$ cat config.mk
export PLATFORM = sky130hd
export DESIGN_NAME = escape_time_fractal_pixel
export DESIGN_NICKNAME = d
export VERILOG_FILES = /design/src/rtl/etf_pkg.sv /design/src/rtl/escape_time_fractal_pixel.sv
export SDC_FILE = /design/constraint.sdc
export NUM_CORES = 2
export LEC_CHECK = 0
export BUFFER_PORTS_ARGS = -buffer_cell sky130_fd_sc_hd__buf_2
export CAP_MARGIN = 25
export CORE_ASPECT_RATIO = 0.5
export CORE_MARGIN = 2
export CORE_UTILIZATION = 40
export DETAILED_ROUTE_END_ITERATION = 16
export PLACE_DENSITY = 0.58
export SYNTH_ARGS = -nofsm -noshare
export SYNTH_HDL_FRONTEND = slang
export SYNTH_SLANG_ARGS = --single-unit
$ cat constraint.sdc
create_clock -name aclk -period 13.9 [get_ports aclk]
set_input_delay 0.695 -clock aclk [delete_from_list [all_inputs] [get_ports aclk]]
set_output_delay 0.695 -clock aclk [all_outputs]
set_load 0.03 [all_outputs]
$ cat src/rtl/etf_pkg.sv
// Shared constants, register codes and the log2 table of the escape-time pixel unit.
`timescale 1ns / 1ps

package etf_pkg;

    // Fixed formats of the coordinate and resolution registers, and widths of the result fields and the register index.
    localparam int COORD_BITS = 32;
    localparam int FRAME_BITS = 13;
    localparam int FRAC_BITS  = 28;
    localparam int ITER_OUT_BITS = 10;
    localparam int COLOR_BITS = 8;
    localparam int CFG_INDEX_BITS = 3;

    // Escape bound |z|^2 > 4.0 in Q.28.
    localparam logic [36:0] ESCAPE_LIMIT = 37'(64'd4 << FRAC_BITS);

    // ceil(2^32 / 10): exact division by ten for dividends below 2^30.
    localparam logic [31:0] RECIP_TEN = 32'd429496730;

    // Configuration register indexes.
    typedef enum logic [CFG_INDEX_BITS-1:0] {
        REG_X_RIGHT  = 3'd0,
        REG_X_LEFT   = 3'd1,
        REG_Y_TOP    = 3'd2,
        REG_Y_BOTTOM = 3'd3,
        REG_WIDTH    = 3'd4,
        REG_HEIGHT   = 3'd5
    } cfg_index_t;

    // round(65536 * log2(1 + k/16)) for k = 0 .. 16.
    function automatic logic [16:0] log_entry(input logic [4:0] k);
        logic [16:0] v;
        case (k)
            5'd0:    v = 17'd0;
            5'd1:    v = 17'd5732;
            5'd2:    v = 17'd11136;
            5'd3:    v = 17'd16248;
            5'd4:    v = 17'd21098;
            5'd5:    v = 17'd25711;
            5'd6:    v = 17'd30109;
            5'd7:    v = 17'd34312;
            5'd8:    v = 17'd38336;
            5'd9:    v = 17'd42196;
            5'd10:   v = 17'd45904;
            5'd11:   v = 17'd49472;
            5'd12:   v = 17'd52911;
            5'd13:   v = 17'd56229;
            5'd14:   v = 17'd59434;
            5'd15:   v = 17'd62534;
            5'd16:   v = 17'd65536;
            default: v = 17'd0;
        endcase
        return v;
    endfunction

endpackage

$ cat src/rtl/escape_time_fractal_pixel.sv
// Escape-time fractal pixel unit: maps a pixel, iterates z = z*z + c and colors the result.
`timescale 1ns / 1ps
//
// Usage: write the plane window and the resolution through the cfg port while the
// unit is idle (cfg_ready is always high). Send one pixel word on the s_ channel,
// column in the low bits and row above it. One result word leaves on the m_ channel
// holding the echoed position, the escape flag, the iteration count and the color.
// Each pixel is mapped to the plane, then iterated; an escaping pixel then goes through
// the log and color steps, while a black one goes straight to the output.
// All products go through one 32x32 multiplier register: each iteration needs
// three products (x*x, y*y, x*y) and an update step, and the mapping uses a
// one-bit-per-cycle divider per axis. One pixel is in work at a time; s_tready is
// high only while the sequencer is idle, so a pixel can be taken in the cycle after the
// previous word is handed over. A finished word sits in the output register until
// the receiver takes it, and the next pixel may be accepted meanwhile; a new result
// waits in its last state if the register is still full.
// Reset (aresetn low, synchronous) returns the window and resolution to their defaults,
// empties the output register and idles the sequencer.
//
module escape_time_fractal_pixel import etf_pkg::*; #(
    parameter int MAX_ITERATIONS = 1000,
    parameter int POSITION_BITS  = 12
) (
    input  logic aclk,
    input  logic aresetn,
    // Configuration writes.
    input  logic                      cfg_valid,
    output logic                      cfg_ready,
    input  logic [CFG_INDEX_BITS-1:0] cfg_index,
    input  logic [COORD_BITS-1:0]     cfg_data,
    // Pixel words; tdata: pixel_column, pixel_row, zero fill.
    input  logic                                 s_tvalid,
    output logic                                 s_tready,
    input  logic [((2*POSITION_BITS+7)/8)*8-1:0] s_tdata,
    // Result words; tdata: out_column, out_row, escaped, iteration_count,
    // red, green, blue, zero fill.
    output logic                                  m_tvalid,
    input  logic                                  m_tready,
    output logic [((2*POSITION_BITS+42)/8)*8-1:0] m_tdata
);

    localparam int PB       = POSITION_BITS;
    localparam int OUT_USED = 2*PB + 1 + ITER_OUT_BITS + 3*COLOR_BITS;
    localparam int OUT_BITS = ((2*PB+42)/8)*8;
    localparam int IW       = $clog2(MAX_ITERATIONS+1);
    localparam int PW       = ((PB > FRAME_BITS) ? PB : FRAME_BITS) + 1;
    localparam int NUM_BITS = COORD_BITS + PW;
    localparam int CW       = $clog2(NUM_BITS+1);
    localparam int SUM_BITS = NUM_BITS + 2;
    localparam int SW       = IW + 18;

    localparam logic signed [SUM_BITS-1:0] SAT_HI = SUM_BITS'(2147483647);
    localparam logic signed [SUM_BITS-1:0] SAT_LO = ~SAT_HI;
    localparam logic [IW-1:0] ITER_LIMIT = IW'(MAX_ITERATIONS);

    typedef enum logic [4:0] {
        ST_IDLE, ST_MAP_MUL, ST_MAP_LOAD, ST_MAP_DIV, ST_MAP_ADD,
        ST_IT_XX, ST_IT_YY, ST_IT_XY, ST_IT_UPD,
        ST_LOG_NORM, ST_LOG_MUL, ST_LOG_ADD, ST_SMOOTH,
        ST_COL_DIV, ST_COL_SET, ST_BL_MUL, ST_BL_ACC, ST_OUT
    } state_t;

    state_t state_reg;

    // Configuration registers.
    logic signed [COORD_BITS-1:0] x_right_reg, x_left_reg, y_top_reg, y_bottom_reg;
    logic [FRAME_BITS-1:0] width_reg, height_reg;

    // Pixel and mapping registers.
    logic [PB-1:0] col_reg, row_reg;
    logic axis_reg, neg_reg;
    logic [NUM_BITS-1:0] num_reg;
    logic [FRAME_BITS-1:0] rem_reg;
    logic [CW-1:0] cnt_reg;
    logic signed [COORD_BITS-1:0] cx_reg, cy_reg;

    // Iteration registers.
    logic signed [33:0] x_reg, y_reg;
    logic [35:0] xx_reg, yy_reg;
    logic [IW-1:0] iter_reg;
    logic esc_reg;

    // Log and color registers.
    logic [39:0] norm_reg;
    logic [5:0] exp_reg;
    logic pass_reg;
    logic [IW:0] n_reg;
    logic [15:0] t_reg;
    logic [1:0] ch_reg;
    logic bneg_reg;
    logic [COLOR_BITS-1:0] red_reg, green_reg, blue_reg;
    logic [COLOR_BITS-1:0] p3_reg, p5_reg, p75_reg;

    // Shared multiplier and output register.
    logic [63:0] prod_reg;
    logic [31:0] mul_a, mul_b;
    logic m_valid_reg;
    logic [OUT_BITS-1:0] m_data_reg;

    assign cfg_ready = 1'b1;
    assign s_tready  = (state_reg == ST_IDLE);
    assign m_tvalid  = m_valid_reg;
    assign m_tdata   = m_data_reg;

    // Mapping operands for the current axis.
    logic [FRAME_BITS-1:0] w_eff, h_eff, span;
    logic signed [COORD_BITS-1:0] map_start, map_end;
    logic signed [32:0] map_d;
    logic [31:0] d_mag;
    logic signed [PW-1:0] map_pos, pos_mag;

    assign w_eff = (width_reg == '0) ? FRAME_BITS'(1) : width_reg;
    assign h_eff = (height_reg == '0) ? FRAME_BITS'(1) : height_reg;
    assign span  = axis_reg ? h_eff : w_eff;
    assign map_start = axis_reg ? y_bottom_reg : x_left_reg;
    assign map_end   = axis_reg ? y_top_reg : x_right_reg;
    assign map_d = {map_end[COORD_BITS-1], map_end} - {map_start[COORD_BITS-1], map_start};
    assign d_mag = map_d[32] ? 32'(-map_d) : map_d[31:0];
    assign map_pos = axis_reg ?
        ($signed({{(PW-FRAME_BITS){1'b0}}, h_eff}) - $signed({{(PW-PB){1'b0}}, row_reg})) :
        $signed({{(PW-PB){1'b0}}, col_reg});
    assign pos_mag = map_pos[PW-1] ? -map_pos : map_pos;

    // One restoring divide step.
    logic [FRAME_BITS:0] rem_sh, rem_sub;
    logic div_ge;
    assign rem_sh  = {rem_reg, num_reg[NUM_BITS-1]};
    assign div_ge  = (rem_sh >= {1'b0, span});
    assign rem_sub = rem_sh - {1'b0, span};

    // Signed quotient added to the interval start, saturated to Q4.28.
    logic [NUM_BITS:0] q_ext;
    logic signed [SUM_BITS-1:0] map_sum, map_sat;
    assign q_ext   = neg_reg ? -{1'b0, num_reg} : {1'b0, num_reg};
    assign map_sum = SUM_BITS'(map_start) + $signed({q_ext[NUM_BITS], q_ext});
    assign map_sat = (map_sum > SAT_HI) ? SAT_HI : ((map_sum < SAT_LO) ? SAT_LO : map_sum);

    // Iteration arithmetic.
    logic [31:0] ax, ay;
    logic [36:0] m_sum;
    logic signed [33:0] pxy, txy;
    logic signed [37:0] x_new, y_new;
    assign ax = x_reg[33] ? 32'(-x_reg) : x_reg[31:0];
    assign ay = y_reg[33] ? 32'(-y_reg) : y_reg[31:0];
    assign m_sum = {1'b0, xx_reg} + {1'b0, prod_reg[63:28]};
    assign pxy = $signed({1'b0, prod_reg[59:27]});
    assign txy = (x_reg[33] != y_reg[33]) ? -pxy : pxy;
    assign x_new = $signed({2'b00, xx_reg}) - $signed({2'b00, yy_reg})
                 + {{6{cx_reg[COORD_BITS-1]}}, cx_reg};
    assign y_new = {{4{txy[33]}}, txy} + {{6{cy_reg[COORD_BITS-1]}}, cy_reg};

    // Table interpolation for the log2 unit.
    logic [4:0] lk;
    logic [16:0] lt0, lt1, ldiff, lfrac;
    logic signed [7:0] lexp;
    logic signed [23:0] lval;
    assign lk    = {1'b0, norm_reg[38:35]};
    assign lt0   = log_entry(lk);
    assign lt1   = log_entry(lk + 5'd1);
    assign ldiff = lt1 - lt0;
    assign lfrac = lt0 + {4'd0, prod_reg[24:12]};
    assign lexp  = $signed({2'b00, exp_reg}) - (pass_reg ? 8'sd16 : 8'sd28);
    assign lval  = $signed({lexp, 16'd0}) + $signed({7'd0, lfrac});

    // Smoothed count.
    logic [31:0] iter_ext;
    logic signed [SW-1:0] s_val, s_cl;
    logic [IW+2:0] n3;
    logic [31:0] n_ext, n3_ext;
    assign iter_ext = 32'(iter_reg);
    assign s_val = $signed({2'b00, iter_reg + IW'(0), 16'd0})
                 + $signed(SW'(32'd2 << 16)) - $signed(SW'(norm_reg[39:19]));
    assign s_cl  = s_val[SW-1] ? '0 : s_val;
    assign n3    = {n_reg, 1'b0} + (IW+3)'(n_reg);
    assign n_ext  = 32'(n_reg);
    assign n3_ext = 32'(n3);

    // Blend operands for the current channel.
    logic [COLOR_BITS-1:0] bl_a, bl_b, bl_res;
    logic signed [COLOR_BITS:0] bl_d;
    logic [COLOR_BITS-1:0] bl_mag;
    logic [24:0] bl_rnd;
    always_comb begin
        case (ch_reg)
            2'd0: begin
                bl_a = p3_reg;
                bl_b = p75_reg + 8'd1;
            end
            2'd1: begin
                bl_a = p5_reg;
                bl_b = p3_reg + 8'd1;
            end
            default: begin
                bl_a = p75_reg;
                bl_b = p5_reg + 8'd1;
            end
        endcase
    end
    assign bl_d   = $signed({1'b0, bl_b}) - $signed({1'b0, bl_a});
    assign bl_mag = bl_d[COLOR_BITS] ? COLOR_BITS'(-bl_d) : bl_d[COLOR_BITS-1:0];
    assign bl_rnd = {1'b0, prod_reg[23:0]} + 25'd65535;
    assign bl_res = bneg_reg ? (bl_a - bl_rnd[23:16]) : (bl_a + prod_reg[23:16]);

    // Operand select of the shared multiplier.
    always_comb begin
        case (state_reg)
            ST_MAP_MUL: begin
                mul_a = d_mag;
                mul_b = 32'(pos_mag);
            end
            ST_IT_XX: begin
                mul_a = ax;
                mul_b = ax;
            end
            ST_IT_YY: begin
                mul_a = ay;
                mul_b = ay;
            end
            ST_IT_XY: begin
                mul_a = ax;
                mul_b = ay;
            end
            ST_LOG_MUL: begin
                mul_a = 32'(ldiff);
                mul_b = 32'(norm_reg[34:23]);
            end
            ST_COL_DIV: begin
                mul_a = n3_ext;
                mul_b = RECIP_TEN;
            end
            ST_BL_MUL: begin
                mul_a = 32'(bl_mag);
                mul_b = 32'(t_reg);
            end
            default: begin
                mul_a = '0;
                mul_b = '0;
            end
        endcase
    end

    // Result word layout.
    logic [OUT_USED-1:0] out_word;
    assign out_word = {blue_reg, green_reg, red_reg, iter_ext[ITER_OUT_BITS-1:0],
                       esc_reg, row_reg, col_reg};

    // Sequencer, configuration and output register.
    always_ff @(posedge aclk) begin
        prod_reg <= mul_a * mul_b;
        if (!aresetn) begin
            state_reg    <= ST_IDLE;
            m_valid_reg  <= 1'b0;
            x_right_reg  <= 32'sd268435456;
            x_left_reg   <= -32'sd536870912;
            y_top_reg    <= 32'sd268435456;
            y_bottom_reg <= -32'sd268435456;
            width_reg    <= FRAME_BITS'(800);
            height_reg   <= FRAME_BITS'(600);
        end else begin
            // Configuration write; unknown indexes are dropped.
            if (cfg_valid) begin
                case (cfg_index)
                    REG_X_RIGHT:  x_right_reg  <= cfg_data;
                    REG_X_LEFT:   x_left_reg   <= cfg_data;
                    REG_Y_TOP:    y_top_reg    <= cfg_data;
                    REG_Y_BOTTOM: y_bottom_reg <= cfg_data;
                    REG_WIDTH:    width_reg    <= cfg_data[FRAME_BITS-1:0];
                    REG_HEIGHT:   height_reg   <= cfg_data[FRAME_BITS-1:0];
                    default: ;
                endcase
            end

            // The output register empties when taken, unless a new word refills it.
            if (m_valid_reg && m_tready && state_reg != ST_OUT) begin
                m_valid_reg <= 1'b0;
            end

            case (state_reg)
                ST_IDLE: begin
                    if (s_tvalid) begin
                        col_reg   <= s_tdata[PB-1:0];
                        row_reg   <= s_tdata[2*PB-1:PB];
                        axis_reg  <= 1'b0;
                        state_reg <= ST_MAP_MUL;
                    end
                end
                // |d| * |pos| goes into the multiplier register.
                ST_MAP_MUL: begin
                    neg_reg   <= map_d[32] ^ map_pos[PW-1];
                    state_reg <= ST_MAP_LOAD;
                end
                ST_MAP_LOAD: begin
                    num_reg   <= prod_reg[NUM_BITS-1:0];
                    rem_reg   <= '0;
                    cnt_reg   <= CW'(NUM_BITS);
                    state_reg <= ST_MAP_DIV;
                end
                // One quotient bit per cycle.
                ST_MAP_DIV: begin
                    num_reg <= {num_reg[NUM_BITS-2:0], div_ge};
                    rem_reg <= div_ge ? rem_sub[FRAME_BITS-1:0] : rem_sh[FRAME_BITS-1:0];
                    cnt_reg <= cnt_reg - CW'(1);
                    if (cnt_reg == CW'(1)) begin
                        state_reg <= ST_MAP_ADD;
                    end
                end
                ST_MAP_ADD: begin
                    if (!axis_reg) begin
                        cx_reg    <= map_sat[COORD_BITS-1:0];
                        axis_reg  <= 1'b1;
                        state_reg <= ST_MAP_MUL;
                    end else begin
                        cy_reg    <= map_sat[COORD_BITS-1:0];
                        x_reg     <= '0;
                        y_reg     <= '0;
                        iter_reg  <= '0;
                        state_reg <= ST_IT_XX;
                    end
                end
                ST_IT_XX: begin
                    state_reg <= ST_IT_YY;
                end
                ST_IT_YY: begin
                    xx_reg    <= prod_reg[63:28];
                    state_reg <= ST_IT_XY;
                end
                // Escape test on xx + yy, with x*y issued in parallel.
                ST_IT_XY: begin
                    yy_reg <= prod_reg[63:28];
                    if (m_sum > ESCAPE_LIMIT || iter_reg >= ITER_LIMIT) begin
                        esc_reg   <= (iter_reg < ITER_LIMIT);
                        norm_reg  <= 40'(m_sum);
                        exp_reg   <= 6'd39;
                        pass_reg  <= 1'b0;
                        red_reg   <= '0;
                        green_reg <= '0;
                        blue_reg  <= '0;
                        state_reg <= (iter_reg < ITER_LIMIT) ? ST_LOG_NORM : ST_OUT;
                    end else begin
                        state_reg <= ST_IT_UPD;
                    end
                end
                ST_IT_UPD: begin
                    x_reg     <= x_new[33:0];
                    y_reg     <= y_new[33:0];
                    iter_reg  <= iter_reg + IW'(1);
                    state_reg <= ST_IT_XX;
                end
                // Shift until the leading one reaches the top bit.
                ST_LOG_NORM: begin
                    if (norm_reg[39]) begin
                        state_reg <= ST_LOG_MUL;
                    end else begin
                        norm_reg <= {norm_reg[38:0], 1'b0};
                        exp_reg  <= exp_reg - 6'd1;
                    end
                end
                ST_LOG_MUL: begin
                    state_reg <= ST_LOG_ADD;
                end
                // First pass gives log2(m); the second takes log2 of that.
                ST_LOG_ADD: begin
                    if (!pass_reg) begin
                        norm_reg  <= lval[23] ? '0 : 40'(lval[22:0]);
                        exp_reg   <= 6'd39;
                        pass_reg  <= 1'b1;
                        state_reg <= ST_LOG_NORM;
                    end else begin
                        norm_reg  <= {lval[20:0], 19'd0};
                        state_reg <= ST_SMOOTH;
                    end
                end
                ST_SMOOTH: begin
                    n_reg     <= s_cl[IW+16:16];
                    t_reg     <= s_cl[15:0];
                    state_reg <= ST_COL_DIV;
                end
                ST_COL_DIV: begin
                    state_reg <= ST_COL_SET;
                end
                // Palette indexes 3N/10, N/2 and 3N/4, low byte only.
                ST_COL_SET: begin
                    p3_reg    <= prod_reg[39:32];
                    p5_reg    <= n_ext[8:1];
                    p75_reg   <= n3_ext[9:2];
                    ch_reg    <= 2'd0;
                    state_reg <= ST_BL_MUL;
                end
                ST_BL_MUL: begin
                    bneg_reg  <= bl_d[COLOR_BITS];
                    state_reg <= ST_BL_ACC;
                end
                ST_BL_ACC: begin
                    case (ch_reg)
                        2'd0:    red_reg   <= bl_res;
                        2'd1:    green_reg <= bl_res;
                        default: blue_reg  <= bl_res;
                    endcase
                    ch_reg    <= ch_reg + 2'd1;
                    state_reg <= (ch_reg == 2'd2) ? ST_OUT : ST_BL_MUL;
                end
                // Hand the word over once the output register is free.
                ST_OUT: begin
                    if (!m_valid_reg || m_tready) begin
                        m_data_reg  <= OUT_BITS'(out_word);
                        m_valid_reg <= 1'b1;
                        state_reg   <= ST_IDLE;
                    end
                end
                default: begin
                    state_reg <= ST_IDLE;
                end
            endcase
        end
    end

endmodule

# Yosys cells after proc, flatten, opt, wreduce, memory -nomap -nowiden
# Memories as Yosys holds them, arrays and structs flattened. A register that Yosys moved wholly into a read port is not among the register bits.
# Cells that the tools add are included.
# W data, S select, Z words.
# word_totals
regBits	712
romBits	1088
input_bits	64
output_inout_bits	67
elab_cells	236
memories	2
# op_classes
add_sub_neg	34
mul	1
n_lt_le_gt_ge	6
n_eq_ne	38
n_mux	65
n_bitwise	2
reduce_logical	49
# memory_table
memory	depth	word_bits	rd	rd_ports_with_merged_regs	write_ports	line	text
(no name shown)	32	17	1	0	0	etf_pkg.sv:33	case (k)
(no name shown)	32	17	1	1	0	etf_pkg.sv:33	
# op_table
operator	n
$pmux W32 S6	2
$mux W32	7
$pmux W34 S2	2
$mux W40	3
$pmux W40 S3	1
$neg A32 Y32	3
$pmux W46 S2	1
$pmux W5 S18	1
$pmux W8 S2	5
$add A34 B32 Y34	2
$mux W34	2
$mul A32 B32 Y64	1
$mux W13	4
$add A32 B47 Y48	1
$gt A48 B32 Y1 const B	1
$lt A48 B32 Y1 const B	1
$mux W8	6
$mux W47	1
$neg A46 Y47	1
$eq A5 B4 Y1 const B	8
$mux W5	8
$add A36 B36 Y37	1
$gt A37 B31 Y1 const B	1
$neg A33 Y34	1
other kinds (67)	131

# Depth between registers and ports, before layout
# depth
depth_word	8
depth_mapped	55
depth_no_buf	52

# Worst setup path after synthesis
# Ideal clock, no wire load.
# synth_path
kind	register to register
from	reg axis_reg
to	reg prod_reg[61]
setup_time_ns	0.125
arrival_ns	13.066
t_required_ns	13.775
setup_slack_ns	0.710
path_stages_with_launch	51
path_buffers	5
synth_period_minus_slack_ns	13.190
cell_sequence	edfxtp_1 > clkbuf_1 > clkbuf_1 > buf_1 > clkbuf_1 > mux2i_1 > ha_1 > inv_1 > fa_1 > a211oi_1 > o21bai_1 > nand3_1 > a21oi_1 > o21a_1 > o21a_1 > or3_1 > a21o_1 > nor4_1 > [... 15 more ...] > inv_1 > fa_1 > inv_1 > ha_1 > nand2_1 > o21bai_1 > or4_1 > or4_1 > a41o_1 > a31oi_1 > a2111oi_0 > o31ai_1 > o21ai_0 > nand2b_1 > nand2_1 > o21ai_0 > a221oi_1 > xnor2_1
# synth_between
elab_chain_len	6
word_cells_on_any_way	11
# synth_rtl
item	line	text
start, declared	escape_time_fractal_pixel.sv:71	logic axis_reg, neg_reg;
start signal, assigned	escape_time_fractal_pixel.sv:283	axis_reg <= 1'b0;
start signal, assigned	escape_time_fractal_pixel.sv:310	axis_reg <= 1'b1;
$mux W32, on equally long branches	escape_time_fractal_pixel.sv:116, escape_time_fractal_pixel.sv:115	
$sub A32 B32 Y33	escape_time_fractal_pixel.sv:117	assign map_d = {map_end[COORD_BITS-1], map_end} - {map_start[COORD_BITS-1], map_start};
$neg A32 Y32	escape_time_fractal_pixel.sv:118	assign d_mag = map_d[32] ? 32'(-map_d) : map_d[31:0];
$mux W32	escape_time_fractal_pixel.sv:118	
$pmux W32 S6	escape_time_fractal_pixel.sv:206	case (state_reg)
$mul A32 B32 Y64 *	escape_time_fractal_pixel.sv:249	prod_reg <= mul_a * mul_b;
end signal, assigned	escape_time_fractal_pixel.sv:249	
end, declared	escape_time_fractal_pixel.sv:95	logic [63:0] prod_reg;
# Every way passes the cells marked *; elsewhere a longest branch is shown, timed or not.
# A chain may end at the register's enable or synchronous reset.

# Worst setup path in the final report
# layout_path
from	reg norm_reg[35]
to	reg prod_reg[61]
# layout_between
elab_chain_len	5
# layout_rtl
item	line	text
start, declared	escape_time_fractal_pixel.sv:84	logic [39:0] norm_reg;
start signal, assigned	escape_time_fractal_pixel.sv:332	norm_reg <= 40'(m_sum);
start signal, assigned	escape_time_fractal_pixel.sv:354	norm_reg <= {norm_reg[38:0], 1'b0};
start signal, assigned	escape_time_fractal_pixel.sv:364	norm_reg <= lval[23] ? '0 : 40'(lval[22:0]);
$add A4 B1 Y5	escape_time_fractal_pixel.sv:159	assign lt1 = log_entry(lk + 5'd1);
$mem_v2 Z32 W17	n/a	
$sub A17 B17 Y17	escape_time_fractal_pixel.sv:160	assign ldiff = lt1 - lt0;
$pmux W32 S6	escape_time_fractal_pixel.sv:206	
$mul A32 B32 Y64	escape_time_fractal_pixel.sv:249	
# No other way between the ends.

==> flow_summary.yaml <==
pwr:
  p_total_w: 0.00891
  leakage_nw: 39.9
  power_density_mw_per_mm2: 101
  ir_worst_vdd_mv: 0.101
setup_path:
  start_kind: "register"
  crit_top_cell: "fa_1"
  cp_max_fo: 10
  end_kind: "register"
  critical_path_required_ns: 14.50
  crit_arrival_ns: 13.87
  cp_slowest_cell: "fa_1"
  worst-setup-path-type: "register to register"
  max_stage_delay_ns: 0.56
route:
  viasPerCell: 5.62
  drt_iter0_markers: 7068
  wl_per_cell_um: 25.5
  vias: 66300
  detail_route.first_pass.iterations: 7
  ant_nets: 0
  drc: 0
  finalWirelength_um: 302000
timing:
  final_max_slew_viol_count: 0
  finalSetupViolCount: 0
  min_period_ns: 13.26
  maxSlewHeadroom: 0.154
  fin_crit_sh: 0.954
  fin_skew_ns: 0.0566
  tightest_slew_ns: 1.27
  max_freq_ghz: 0.0754
  hold_viol_final: 0
synth:
  ys_ff_latch: 726
  syn_area_per_cell_um2: 8.92
  synth_area_mm2: 0.0803
  synth_cell_type_count: 95
  synth-async-reset-ratio: 0
  synth_edf_count: 486
  synth_top_area_frac: 0.235
  yosys_warnings: 0
  syn_inst: 9003
  synthTopCellsByArea: "fa_1 (23%), edfxtp_1 (18%), ha_1 (9.1%)"
  synth_flop_cell: "edfxtp_1"
  synth_top_cell_by_area: "fa_1"
  ys_seq_area_frac: 0.242
floorplan:
  row_count: 116
  die-area_mm2: 0.205
  io_pins: 131
  start_util: 0.402
  core_area_mm2: 0.200
  die_h_um: 321
  die_w_um: 638
clocking:
  insertion_delay_ns: 0.74
  cts_tree: "yes"
  cts_hold_buf: 0
  numCtsBuffers: 79
  cts.clk_slew.worst_paths_ns: 0.07
  clock_path_buffers: 3
  htreeDepth: 3
  cts_sinks: 726
  clockRootBuffer: "clkbuf_16"
grt:
  track_usage: 0.293
  grt_start_max_net_pins: 98
  grt_pass1_wl_um: 440000
  first_global_vias: 64200
  gr-total-overflow: 0
  antenna_found_initial: 29
final_layout:
  fillers: 19700
  nNetsFinal: 10700
  syn_to_final_growth_pct: 9.54
  largest_reg_flops: 64
  drive_gt1_frac: 0.0739
  final_cell_area_mm2: 0.0879
min_path:
  hold_path.class: "primary input to register"
status:
  status: "completed"
flow_run:
  cap_violations: 0
placed_design:
  dp_hpwl_um: 246000
  portBuffers: 124
  gp_congestion: 1.06
  placed_area_mm2: 0.0849
## critical path: cells and delay by family, from the launching register on
kind	cells	cell delay [ns]
buffers and inverters	11	1.26
and+or+nand+nor	6	1.72
AOI/OAI and AO/OA	22	4.01
DFF	1	0.45
xor gates and xnor gates	2	0.39
adders and majority gates	12	5.32
## stage by stage
stage	hold WS, ns	cells	utilization	TNS, ns	setup WS, ns
after global routing	0.133	11800	0.440	-0.00198	-0.00198
after global placement	0.403	11600	0.425	-0.498	-0.183
after floorplan	0.400	9007	-	0	0.710
final	0.156	11800	0.440	0	0.636
after CTS	0.122	11800	0.439	0	0.295
after detailed placement	0.405	11600	0.425	0	0.336
## final timing paths
kind                               start                     to  slack, ns  cells after the start
hold / removal               s_tdata[13]   row_reg[1]$_DFFE_PP_       0.16                      1
hold reg to reg   green_reg[4]$_DFFE_PP_  m_tdata[47]$_DFFE_PP_       0.41                      0
setup / recovery  norm_reg[35]$_DFFE_PP_   prod_reg[61]$_DFF_P_       0.64                     53
setup reg to reg  norm_reg[35]$_DFFE_PP_   prod_reg[61]$_DFF_P_       0.64                     53
## layout by cell type, fill, tap and decap left out, types with 110 or more instances in the layout
| cell type | n |
|---|---|
| a21boi_0 | 163 |
| a21o_1 | 143 |
| a21oi_1 | 330 |
| buf_2 | 123 |
| buf_4 | 244 |
| dfxtp_1 | 239 |
| edfxtp_1 | 486 |
| fa_1 | 941 |
| ha_1 | 583 |
| inv_1 | 1396 |
| nand2_1 | 1384 |
| nand3_1 | 110 |
| nor2_1 | 738 |
| o21ai_0 | 305 |
| xnor2_1 | 312 |
| xor2_1 | 195 |
## synthesized netlist by cell type, types with 40 or more instances
cell,n
xor2_1,195
ha_1,584
dfxtp_1,240
and3_1,43
nor3_1,108
and2_1,75
edfxtp_1,486
fa_1,941
o21ai_0,313
inv_1,1396
nand3_1,112
mux2i_1,71
nor2b_1,67
o21a_1,79
o31ai_1,46
nor4_1,46
nand2b_1,61
a21boi_0,163
nor2_1,744
a21o_1,143
o21bai_1,42
xnor2_1,315
or3_1,40
nand2_1,1386
clkbuf_1,355
a21oi_1,334
## routing by layer
layer  vias up  track usage  share of wire
met5         -            0        0.00051
met1     33200        0.418           0.43
met2      3101        0.424           0.41
li1      29600            -              -
met3       444       0.0963           0.12
met4        22       0.0775          0.031
## report_power, final
part           leakage [nW]  internal, W  switching, W  total, W
registers              6.47      0.00244      0.000145   0.00259
clock network          1.35      0.00128       0.00102   0.00230
logic                  32.1      0.00133       0.00270   0.00403
## layout make-up
cell class	count	area (um^2)	share of cell area
multi-input cells	6495	54600	0.621
clock inverters	40	498	0.00566
flip-flops and latches	726	19400	0.221
diodes	6	15.0	0.000171
repair buffers	376	2580	0.0293
clock buffers	107	2270	0.0258
well taps	2655	3320	0.0378
inverters	1399	5250	0.0597
## cell families (layout without fill, tap and decap cells)
logic type               after synthesis  count (layout)  synth area share
XOR/XNOR                             510             510            0.0556
AND/OR/NAND/NOR                     2812            2812             0.151
adder cells (fa/ha/maj)             1525            1525             0.326
flip-flops                           726             726             0.242
buffers and inverters               1786            1922            0.0840
other                                  2              12         0.0000936
AO/OA/AOI/OAI                       1531            1531             0.127
multiplexers                         111             111            0.0146
## timing repair
| action | in CTS | in global routing |
|---|---|---|
| gates resized for setup | 0 | 26 |
| setup endpoints to repair | 0 | 9 |
| setup buffers | 0 | 11 |
No activity file was read; power rests on OpenSTA's default activity.
